--- src/hw/rtl/pess_pkg.sv ---
`timescale 1ns / 1ps
// ----------------------------------------------------------------------------
// pess_pkg
// shared types and constants of the polygon edge span scanner
// ----------------------------------------------------------------------------
package pess_pkg;

  // request kinds
  localparam logic [1:0] KIND_CLEAR = 2'd0;
  localparam logic [1:0] KIND_PLAIN = 2'd1;
  localparam logic [1:0] KIND_COLOR = 2'd2;
  localparam logic [1:0] KIND_READ  = 2'd3;

  // configuration register indexes
  localparam logic CFG_CLIP_TOP    = 1'b0;
  localparam logic CFG_CLIP_BOTTOM = 1'b1;

  localparam logic signed [15:0] SPAN_MAX = 16'sh7fff;
  localparam logic signed [15:0] SPAN_MIN = 16'sh8000;

  // divider operand and counter widths
  localparam int DIV_NW = 28;
  localparam int DIV_DW = 12;
  localparam int DIV_CW = 5;

  typedef struct packed {
    logic              start;
    logic [DIV_NW-1:0] dividend;
    logic [DIV_DW-1:0] divisor;
  } div_req_t;

  typedef enum logic [3:0] {
    S_IDLE,
    S_CLR,
    S_SETUP,
    S_DIV_GO,
    S_DIV_WAIT,
    S_MUL,
    S_MADD,
    S_CHK,
    S_ROW_RD,
    S_ROW_WR,
    S_RD_REQ,
    S_RD_DATA
  } state_t;

endpackage

--- src/hw/rtl/pess_divider.sv ---
`timescale 1ns / 1ps
// ----------------------------------------------------------------------------
// pess_divider
// restoring unsigned divider, one quotient bit per cycle
// ----------------------------------------------------------------------------
module pess_divider (
  input  logic                              clk,
  input  logic                              rst_n,
  input  pess_pkg::div_req_t                req,
  output logic                              busy,
  output logic                              done,
  output logic [pess_pkg::DIV_NW-1:0]       quotient
);

  localparam int NW = pess_pkg::DIV_NW;
  localparam int DW = pess_pkg::DIV_DW;
  localparam int CW = pess_pkg::DIV_CW;

  logic          busy_r, busy_nxt;
  logic          done_r, done_nxt;
  logic [CW-1:0] cnt_r, cnt_nxt;
  logic [NW-1:0] num_r, num_nxt;
  logic [NW-1:0] quo_r, quo_nxt;
  logic [DW-1:0] den_r, den_nxt;
  logic [DW:0]   rem_r, rem_nxt;
  logic [DW:0]   trial;
  logic [DW+1:0] diff;

  always_comb begin
    trial    = {rem_r[DW-1:0], num_r[NW-1]};
    diff     = {1'b0, trial} - {2'b0, den_r};
    busy_nxt = busy_r;
    done_nxt = 1'b0;
    cnt_nxt  = cnt_r;
    num_nxt  = num_r;
    quo_nxt  = quo_r;
    den_nxt  = den_r;
    rem_nxt  = rem_r;
    if (req.start) begin
      busy_nxt = 1'b1;
      cnt_nxt  = '0;
      num_nxt  = req.dividend;
      den_nxt  = req.divisor;
      rem_nxt  = '0;
      quo_nxt  = '0;
    end else if (busy_r) begin
      num_nxt = {num_r[NW-2:0], 1'b0};
      if (!diff[DW+1]) begin
        rem_nxt = diff[DW:0];
        quo_nxt = {quo_r[NW-2:0], 1'b1};
      end else begin
        rem_nxt = trial;
        quo_nxt = {quo_r[NW-2:0], 1'b0};
      end
      cnt_nxt = cnt_r + 1'b1;
      if (cnt_r == CW'(NW - 1)) begin
        busy_nxt = 1'b0;
        done_nxt = 1'b1;
      end
    end
  end

  always_ff @(posedge clk) begin
    if (!rst_n) begin
      busy_r <= 1'b0;
      done_r <= 1'b0;
      cnt_r  <= '0;
    end else begin
      busy_r <= busy_nxt;
      done_r <= done_nxt;
      cnt_r  <= cnt_nxt;
    end
    num_r <= num_nxt;
    quo_r <= quo_nxt;
    den_r <= den_nxt;
    rem_r <= rem_nxt;
  end

  assign busy     = busy_r;
  assign done     = done_r;
  assign quotient = quo_r;

endmodule

--- config.mk ---
export PLATFORM = sky130hd
export DESIGN_NAME = pess_divider
export DESIGN_NICKNAME = d
export VERILOG_FILES = /design/src/hw/rtl/pess_pkg.sv /design/src/hw/rtl/pess_divider.sv
export SDC_FILE = /design/constraint.sdc
export NUM_CORES = 1
export LEC_CHECK = 0
export ABC_AREA = 1
export BUFFER_PORTS_ARGS = -buffer_cell sky130_fd_sc_hd__buf_2
export CAP_MARGIN = 20
export CORE_AREA = 2 2 112 114
export CTS_CLUSTER_SIZE = 25
export DETAILED_ROUTE_END_ITERATION = 8
export DIE_AREA = 0 0 114 116
export GPL_ROUTABILITY_DRIVEN = 0
export GPL_TIMING_DRIVEN = 0
export SKIP_CTS_REPAIR_TIMING = 1
export SYNTH_ARGS = -nofsm -noshare
export SYNTH_HDL_FRONTEND = slang
export SYNTH_SLANG_ARGS = --single-unit
--- constraint.sdc ---
create_clock -name clk -period 5.3 [get_ports clk]
set_input_delay 0.265 -clock clk [delete_from_list [all_inputs] [get_ports clk]]
set_output_delay 0.265 -clock clk [all_outputs]
set_load 0.01 [all_outputs]
==> results of run 1 <==
[critical path, stage by stage, from the launching register on]
cell	delay, ps
edfxtp_1	320
inv_1	70
ha_1	230
fa_1	410
inv_1	100
nand3_1	70
nand3_1	130
nand2_1	90
nand2_1	70
nand2_1	40
nand2_1	60
nor2_1	40
nor2_1	100
nor2_1	40
[cell type report]
cell class | instances | share of cell area
flip-flops and latches | 87 | 0.435
multi-input cells | 316 | 0.319
repair buffers | 72 | 0.0731
inverters | 82 | 0.0625
clock buffers | 11 | 0.0493
well taps | 147 | 0.0373
plain buffers | 17 | 0.0165
clock inverters | 5 | 0.00762
[sequential cells by signal, summed over array words and instances, names as in the netlist]
register  cells
rem_r        12
busy          1
done          1
quotient     28
num_r        28
den_r        12
cnt_r         5
[per-layer routing]
layer  share of wire  track usage
met1            0.46        0.181
met2            0.47        0.241
met3           0.047       0.0413
met4           0.019       0.0577
met5               0            0
[placed cells by master, fill, tap and decap left out, drive strengths merged]
cell / instances
o21ai: 4
dfxtp: 47
nand4: 14
nor3: 4
a31oi: 1
xor2: 2
xnor2: 1
nor2: 31
ha: 13
inv: 86
edfxtp: 40
a21oi: 7
nand2: 181
buf: 80
clkinvlp: 1
nand3: 28
fa: 1
clkbuf: 20
o211ai: 2
nand3b: 2
o22ai: 25
[metrics by stage]
stage	std cells	util	setup slack (ps)	hold WS, ps
3_5_place_dp	721	0.390	3040	443
6_report	737	0.414	3410	101
4_1_cts	737	0.414	3380	91.6
5_1_grt	737	0.414	3220	84.2
3_3_place_gp	721	0.390	2390	438
2_1_floorplan	502	-	3330	364
[cells by family after synthesis]
family	synth area share
fa+ha+maj	0.0445
compound gates	0.0595
xor+xnor	0.00641
buf+inv	0.0946
flops	0.522
simple gates	0.273
[path summary, 6_finish.rpt]
| kind | cells past startpoint | start | to | slack, ps |
|---|---|---|---|---|
| max reg2reg | 13 | num_r[27] | rem_r[8] | 3410 |
| min | 1 | req[10] | den_r[10] | 100 |
| min reg2reg | 1 | cnt_r[4] | cnt_r[4] | 470 |
| max | 13 | num_r[27] | rem_r[8] | 3410 |
[power groups by stage]
stage	Sequential (uW)	Clock, uW	Combinational, uW
6_report	750	598	130
4_1_cts	751	614	132
5_1_grt	754	646	150
3_5_place_dp	765	0	132
2_1_floorplan	762	0	87.7
3_3_place_gp	765	0	129
==> metrics.md, run 1 <==
| Metric | Value |
|---|---|
| Top_reg_cell synth | dfxtp_1 |
| Avg WL per Cell | roughly 12 um |
| TritonCTS Buffers | 9 |
| Clk root buf | clkbuf_16 |
| Combinational Power Share | 0.088 |
| Hold Vio Cnt, Final | 0 |
| H-Tree Depth | 3 |
| Most frequent cells after synthesis | nand2_1, inv_1, dfxtp_1 |
| Sequential power share | 0.507 |
| Rows | 40 |
| DP HPWL | 6850 um |
| Drt pass-1 iters | 4 |
| DRT iter0 DRCs | 150 |
| Share of layout cells above drive strength 1 | 0.188 |
| Core Area | 0.0119 mm^2 |
| Die area | 0.0132 mm^2 |
| Final Instance Area | 0.00493 mm^2 |
| DRC | 0 |
| Pleak | 0.00244 uW |
| MaxCap Viol Count | 0 |
| DRT Wirelength | 8980 um |
| Initial antenna violation count | 0 |
| Yosys reg bits | slightly below 90 |
| Worst skew pair latency | between 300 and 400 ps |
| Vias in the first global route | 3,395 |
| Final setup fails | 0 |
| Critical Path End Type | flop |
| Worst slew pin tran | 848 ps |
| CTS Sinks | 87 |
| N_diodes | 0 |
| Synth cell types | 29 |
| Clock transition at path regs | 60 ps |
| Multi-input gate area | 0.00157 mm^2 |
| Leading area contributor after synthesis | edfxtp_1 |
| Max VDD drop | ~0.14 mV |
| Nature of the critical path startpoint | flop |
| CP Data Arrival Time | approximately 2100 ps |
| Syn_nets | 559 |
| Number of synthesized flops with an enable pin | 40 |
| Setup TNS | 0 ps |
| DIE WIDTH | 114 um |
| Cell area after synthesis | 0.00410 mm^2 |
| FMAX | 528 MHz |
| Pint | approximately 1100 uW |
| Final antenna-violating net count | 0 |
| Outcome | completed |
| I/O Pins | 73 |
| Fillers | 1,248 |
| Chip Height | 116 um |
| Pwr Total | approximately 1500 uW |
| Max Root-Sink Buffers | 2 |
| Via density | around 4.6 |
| RSZ-0062 raised after global routing | false |
| Switching share of power | 0.243 |
| Reg area | 0.00214 mm^2 |
| Gr usage total | 0.146 |
| Avg Cell Area, Syn | 8.17 um^2 |
| HP Class | input pin to flop |
| Top cell type's share of synthesized area | 0.293 |
| Sequential element share of the synthesized area | 0.522 |
| Slew HR | 0.435 |
| Tcrit/Tclk final | 0.357 |
| Area contributors post-synth | edfxtp_1, dfxtp_1, nand2_1 |
| Layout Skew | ~3.7 ps |
| Area growth from synthesis to layout | 20.1% |
| IO buf count | between 70 and 80 |
| Critical path fanouts, max | 3 |
| Cells after synthesis | 502 |
| Grt ovf | 0 |
| Global-route wire length before repair | roughly 15,000 um |
| WP data required | 5510 ps |
| Initial core utilization | 0.344 |
| WS Path Type | flop to flop |
| Top-count cell post-synth | nand2_1 |
| CTS tree | built |
| Max-slew violations | 0 |
| Period minus WS final | 1890 ps |
| Yosys warns | 0 |
| Largest net degree at the start of global routing | 38 |
| Via count | 3,365 |
| Switching Power | between 300 and 400 uW |
| Power Dens Cells | around 300 mW/mm^2 |
| Placed Area | 0.00465 mm^2 |
| Asr flop ratio synth | 0 |
| Clk pwr share | 0.405 |
| Final #Nets | 642 |
Note: power is estimated with default switching activity, not from simulation.
==> run 2, diff against run 1 <==
==> constraint.sdc (replaced) <==
create_clock -name clk -period 1.7 [get_ports clk]
set_input_delay 0.085 -clock clk [delete_from_list [all_inputs] [get_ports clk]]
set_output_delay 0.085 -clock clk [all_outputs]
set_load 0.01 [all_outputs]
==> run 2 against run 1 <==
The run now ends with negative setup slack left. Final cell count is 3.5% higher. Clock power increased to 3.2 times the previous value. Total power rose to 3.2 times the previous value. Clock skew rose by 4.9 ps. Setup slack worse by 3500 ps. Sequential power rose to 3.1 times the previous value. Largest cell class unchanged. Largest power group unchanged. Highest routed layer unchanged.
==> metrics.md, run 2 (synthesis gave the netlist of run 1 again) <==
| Metric | Value |
|---|---|
| Tcrit/Tclk final | 1.05 (+0.694) |
| Nature of the critical path startpoint | flop |
| Clock transition at path regs | 70 ps (about the same) |
| Critical Path End Type | flop |
| Hold Vio Cnt, Final | 0 (unchanged) |
| Via density | 4.63 (+1.4%) |
| Drt pass-1 iters | 4 (unchanged) |
| Max VDD drop | 0.510 mV (+260%) |
| Non-Filler Instances | 763 (+3.5%) |
| I/O Pins | 73 (unchanged) |
| Critical path fanouts, max | 3 (unchanged) |
| Hold path cells | 3 (+2) |
| Rows | 40 (unchanged) |
| N_diodes | 0 (unchanged) |
| Clk root buf | clkbuf_16 |
| IO buf count | 72 (unchanged) |
| Most frequent cells in the layout | nand2_1, buf_2, inv_1 |
| FMAX | 559 MHz (+6.0%) |
| WS Path Type | flop to flop |
| Initial antenna violation count | 0 (unchanged) |
| Worst slew pin tran | 495 ps (-352 ps) |
| CTS Sinks | 87 (unchanged) |
| CP Data Arrival Time | 2070 ps (-40 ps) |
| Chip Height | 116 um (unchanged) |
| Slew HR | 0.670 (+0.235) |
| Pleak | 0.00256 uW (+5.0%) |
| TritonCTS Buffers | 9 (unchanged) |
| Leading cell type in the layout, fill and taps excluded | nand2_1 |
| Core Util, Final | 0.454 (+0.0400) |
| H-Tree Depth | 3 (unchanged) |
| Avg WL per Cell | 12.8 um (+5.1%) |
| Reg area | 0.00214 mm^2 (about the same) |
| DRT iter0 DRCs | 123 (-18%) |
| Initial core utilization | 0.344 (unchanged) |
| MaxCap Viol Count | 0 (unchanged) |
| DRC | 0 (unchanged) |
| DRT Wirelength | 9770 um (+8.8%) |
| DIE WIDTH | 114 um (unchanged) |
| Gr usage total | 0.145 (-0.000239) |
| CTS tree | built |
| Final WS setup | -87.4 ps (-3490 ps) |
| Failing checks | negative setup slack |
| Period minus WS final | 1790 ps (-107 ps) |
| RSZ-0062 raised after global routing | true |
| FF-to-FF path depth | 13 (unchanged) |
| Outcome | finished with violations |
| WP data required | 1980 ps (-3530 ps) |
| Multi-input gate area | 0.00180 mm^2 (+14%) |
| Via count | 3,533 (+5.0%) |
| Vias in the first global route | 3,458 (+1.9%) |
| Worst skew pair latency | 340 ps (about the same) |
| Setup TNS | -853 ps (-853 ps) |
| Power Dens Cells | 885 mW/mm^2 (+190%) |
| Final antenna-violating net count | 0 (unchanged) |
| Area growth from synthesis to layout | 31.8% |
| Pre-CTS setup slack | -352 ps (-3400 ps) |
| DP Cell Count | 721 (unchanged) |
| Max-slew violations | 0 (unchanged) |
| Global-route wire length before repair | 15,300 um (-0.40%) |
| Largest net degree at the start of global routing | 38 (unchanged) |
| Final setup fails | 13 (+13) |
| Grt ovf | 0 (unchanged) |
| Final #Nets | 668 (+4.0%) |
| Max Root-Sink Buffers | 2 (unchanged) |
| Share of layout cells above drive strength 1 | 0.273 (+0.0846) |
| DP HPWL | 6890 um (+0.64%) |
| Fillers | 1,197 (-4.1%) |
| Die area | 0.0132 mm^2 (unchanged) |
| Core Area | 0.0119 mm^2 (unchanged) |
| Final Hold Slack | 1.55 ps (-99.0 ps) |
| HP Class | input pin to flop |
| Layout Skew | 8.54 ps (+4.86 ps) |
==> run 2: power breakdown <==
group          leakage [uW]  internal, uW  total (uW)  switching (uW)
clock network      0.000144          1040        1930             887
logic               0.00163           212         516             304
registers          0.000785          2310        2340            33.9
==> run 2: final timing paths <==
path	start	to	slack [ps]
max	den_r[0]	rem_r[6]	-90
min	rst_n	busy	2
max reg2reg	den_r[0]	rem_r[6]	-90
min reg2reg	cnt_r[4]	cnt_r[4]	470
==> run 2: final cells by class <==
| type | instances | share of cell area |
|---|---|---|
| flip-flops and latches | 87 | 0.397 |
| multi-input cells | 317 | 0.332 |
| repair buffers | 97 | 0.108 |
| inverters | 82 | 0.0574 |
| clock buffers | 9 | 0.0417 |
| well taps | 147 | 0.0340 |
| plain buffers | 17 | 0.0162 |
| clock inverters | 7 | 0.0139 |
==> run 2: worst max-delay path, cell delays in order, from the launching register on <==
cell and delay, ps:
edfxtp_1 390, ha_2 220, fa_2 400, inv_2 80
nand3_2 60, nand3_2 90, nand2_1 80, nand2_1 60
nand2_1 40, nand2_1 60, nand3_2 60, nand3_2 90
nand2_1 50, inv_1 50
==> run 2: through the flow <==
stage,total power (uW),area [um^2]
final,4780,5400
after detailed placement,2800,4650
after CTS,4730,4950
after global routing,4990,5400
after floorplan,2650,4100
after global placement,2790,4650
==> run 2: routing by layer <==
layer	part of all wire	wire, um	GRT usage
met5	0	0	0
met4	0.013	125	0.0537
met3	0.050	490	0.0424
met2	0.50	4850	0.252
met1	0.44	4300	0.172
==> run 3, diff against run 2 <==
==> constraint.sdc (replaced) <==
create_clock -name clk -period 1.7 [get_ports clk]
set_input_delay 0.255 -clock clk [delete_from_list [all_inputs] [get_ports clk]]
set_output_delay 0.255 -clock clk [all_outputs]
set_load 0.01 [all_outputs]
==> run 3 against run 2 <==
The flow still finishes with violations (negative setup slack). Critical path depth is 1 lower. Combinational power is 4.1% lower. Highest routed layer unchanged. First-iteration DRC count grew 5.7%. Via count fell by 1.2%. Largest power group unchanged. Sequential share of layout area rose by 0.90 points. Count of clock-buffer cells in the layout stayed put. Die area stayed put. Critical endpoint is now rem_r[7]. Sequential power hardly changed. Clock power is essentially flat. Routed wire length shrank 0.57%. Worst hold slack better by 85 ps. Fmax down 0.26%.
==> metrics.md, run 3 (synthesis gave the netlist of run 1 again) <==
| Metric | Value |
|---|---|
| Slowest-stage cell, CP | edfxtp_1 |
| DRT iter0 DRCs | 130 (+5.7%) |
| H-Tree Depth | 3 (unchanged) |
| Initial antenna violation count | 0 (unchanged) |
| Final setup fails | 13 (unchanged) |
| HP Class | input pin to flop |
| Nature of the critical path startpoint | flop |
| Setup TNS | -882 ps (-29.2 ps) |
| Grt ovf | 0 (unchanged) |
| Critical path fanouts, max | 6 (+3) |
| TritonCTS Buffers | 9 (unchanged) |
| Via count | 3,492 (-1.2%) |
| Max-slew violations | 0 (unchanged) |
| Hold Vio Cnt, Final | 0 (unchanged) |
| Slowest stage delay, CP | 390 ps (about the same) |
| Leading cell type in the layout, fill and taps excluded | nand2_1 |
| Global-route wire length before repair | 15,300 um (unchanged) |
| Clock transition at path regs | 70 ps (about the same) |
| Die area | 0.0132 mm^2 (unchanged) |
| WP data required | 1900 ps (-80 ps) |
| DRC | 0 (unchanged) |
| FMAX | 558 MHz (-0.26%) |
| Initial core utilization | 0.344 (unchanged) |
| Clk root buf | clkbuf_16 |
| I/O Pins | 73 (unchanged) |
| Rows | 40 (unchanged) |
| Avg WL per Cell | 12.9 um (+1.0%) |
| DRT Wirelength | 9710 um (-0.57%) |
| WS Path Type | flop to flop |
| Final WS setup | -92.1 ps (-4.69 ps) |
| Max Root-Sink Buffers | 2 (unchanged) |
| CTS tree | built |
| Worst slew pin tran | 495 ps (+0.175 ps) |
| Largest net degree at the start of global routing | 38 (unchanged) |
| Slew HR | 0.670 (about the same) |
| Worst skew pair latency | 340 ps (about the same) |
| Pre-CTS setup slack | -522 ps (-170 ps) |
| Via density | 4.65 (+0.42%) |
| Drt pass-1 iters | 4 (unchanged) |
| CP Cell Sequence | inv_2, ha_4, nand2_4, inv_4, nand2_2, nand2_2, a21oi_4, nand2_4, nand2_8, nor2_2, nor2_1, nor2_1 |
| Tcrit/Tclk final | 1.05 (+0.00276) |
| N_diodes | 0 (unchanged) |
| Max VDD drop | 0.510 mV (about the same) |
| IO buf count | 72 (unchanged) |
| Share of layout cells above drive strength 1 | 0.278 (+0.00542) |
| Layout Skew | 9.63 ps (+1.09 ps) |
| Outcome | finished with violations |
| CTS Sinks | 87 (unchanged) |
| Area growth from synthesis to layout | 28.8% |
| MaxCap Viol Count | 0 (unchanged) |
| Power Dens Cells | 900 mW/mm^2 (+1.7%) |
| Failing checks | negative setup slack |
| Critical Path End Type | flop |
| DP HPWL | 6890 um (unchanged) |
| DIE WIDTH | 114 um (unchanged) |
| Pleak | 0.00251 uW (-2.0%) |
| Final #Nets | 656 (-1.8%) |
| Gr usage total | 0.145 (unchanged) |
| Final antenna-violating net count | 0 (unchanged) |
| Most frequent cells in the layout | nand2_1, buf_2, inv_1 |
| RSZ-0062 raised after global routing | true |
| Vias in the first global route | 3,458 (unchanged) |
| Core Area | 0.0119 mm^2 (unchanged) |
| Period minus WS final | 1790 ps (+4.69 ps) |
| Pwr Total | 4760 uW (-0.52%) |
| CP Data Arrival Time | 2000 ps (-70 ps) |
| Chip Height | 116 um (unchanged) |
run 3: changes by cell type in the layout (fill, tap and decap cells not counted), sizes merged:
cell / change
clkbuf: -1
dlygate4sd3: -12
buf: +1
run 3: path summary, 6_finish.rpt:
check,startpoint,to,slack (ps),cells past startpoint
setup / recovery,den_r[7],rem_r[7],-90,12
setup reg to reg,den_r[7],rem_r[7],-90,12
hold / removal,req[1],den_r[1],90,1
hold reg to reg,cnt_r[4],cnt_r[4],470,1
run 3: stage by stage:
step                      hold slack [ps]   util  cells  instance area, um^2
after CTS                            80.6  0.415    737                 4950
after detailed placement              434  0.390    721                 4650
after global routing                 76.4  0.444    751                 5280
after floorplan                       354      -    502                 4100
after global placement                437  0.390    721                 4650
final                                86.6  0.444    751                 5280
run 3: final cells by class:
cell class	instances	area (um^2)
multi-input cells	317	1800
well taps	147	184
clock inverters	7	75.1
inverters	82	310
clock buffers	9	225
repair buffers	85	462
flip-flops and latches	87	2140
fillers	1201	6630
plain buffers	17	87.6
run 3: critical path: cells and delay by family, from the launching register on:
kind                       cells  cell delay, ps
AOI/OAI and AO/OA              1             270
adders and majority gates      1             210
buffers and inverters          2             130
DFF                            1             390
and+or+nand+nor                8             640
run 3: report_power, final:
part           switching, uW  internal [uW]  total [uW]
combinational            301            195         495
clock                    884           1040        1920
sequential              33.7           2310        2340
run 3: layer usage:
layer  wire, um  up-vias  track usage
met5          0        -            0
met4        125        0       0.0537
met3        487       11       0.0424
met2       4850       82        0.252
met1       4250     1593        0.172
li1           -     1806            -
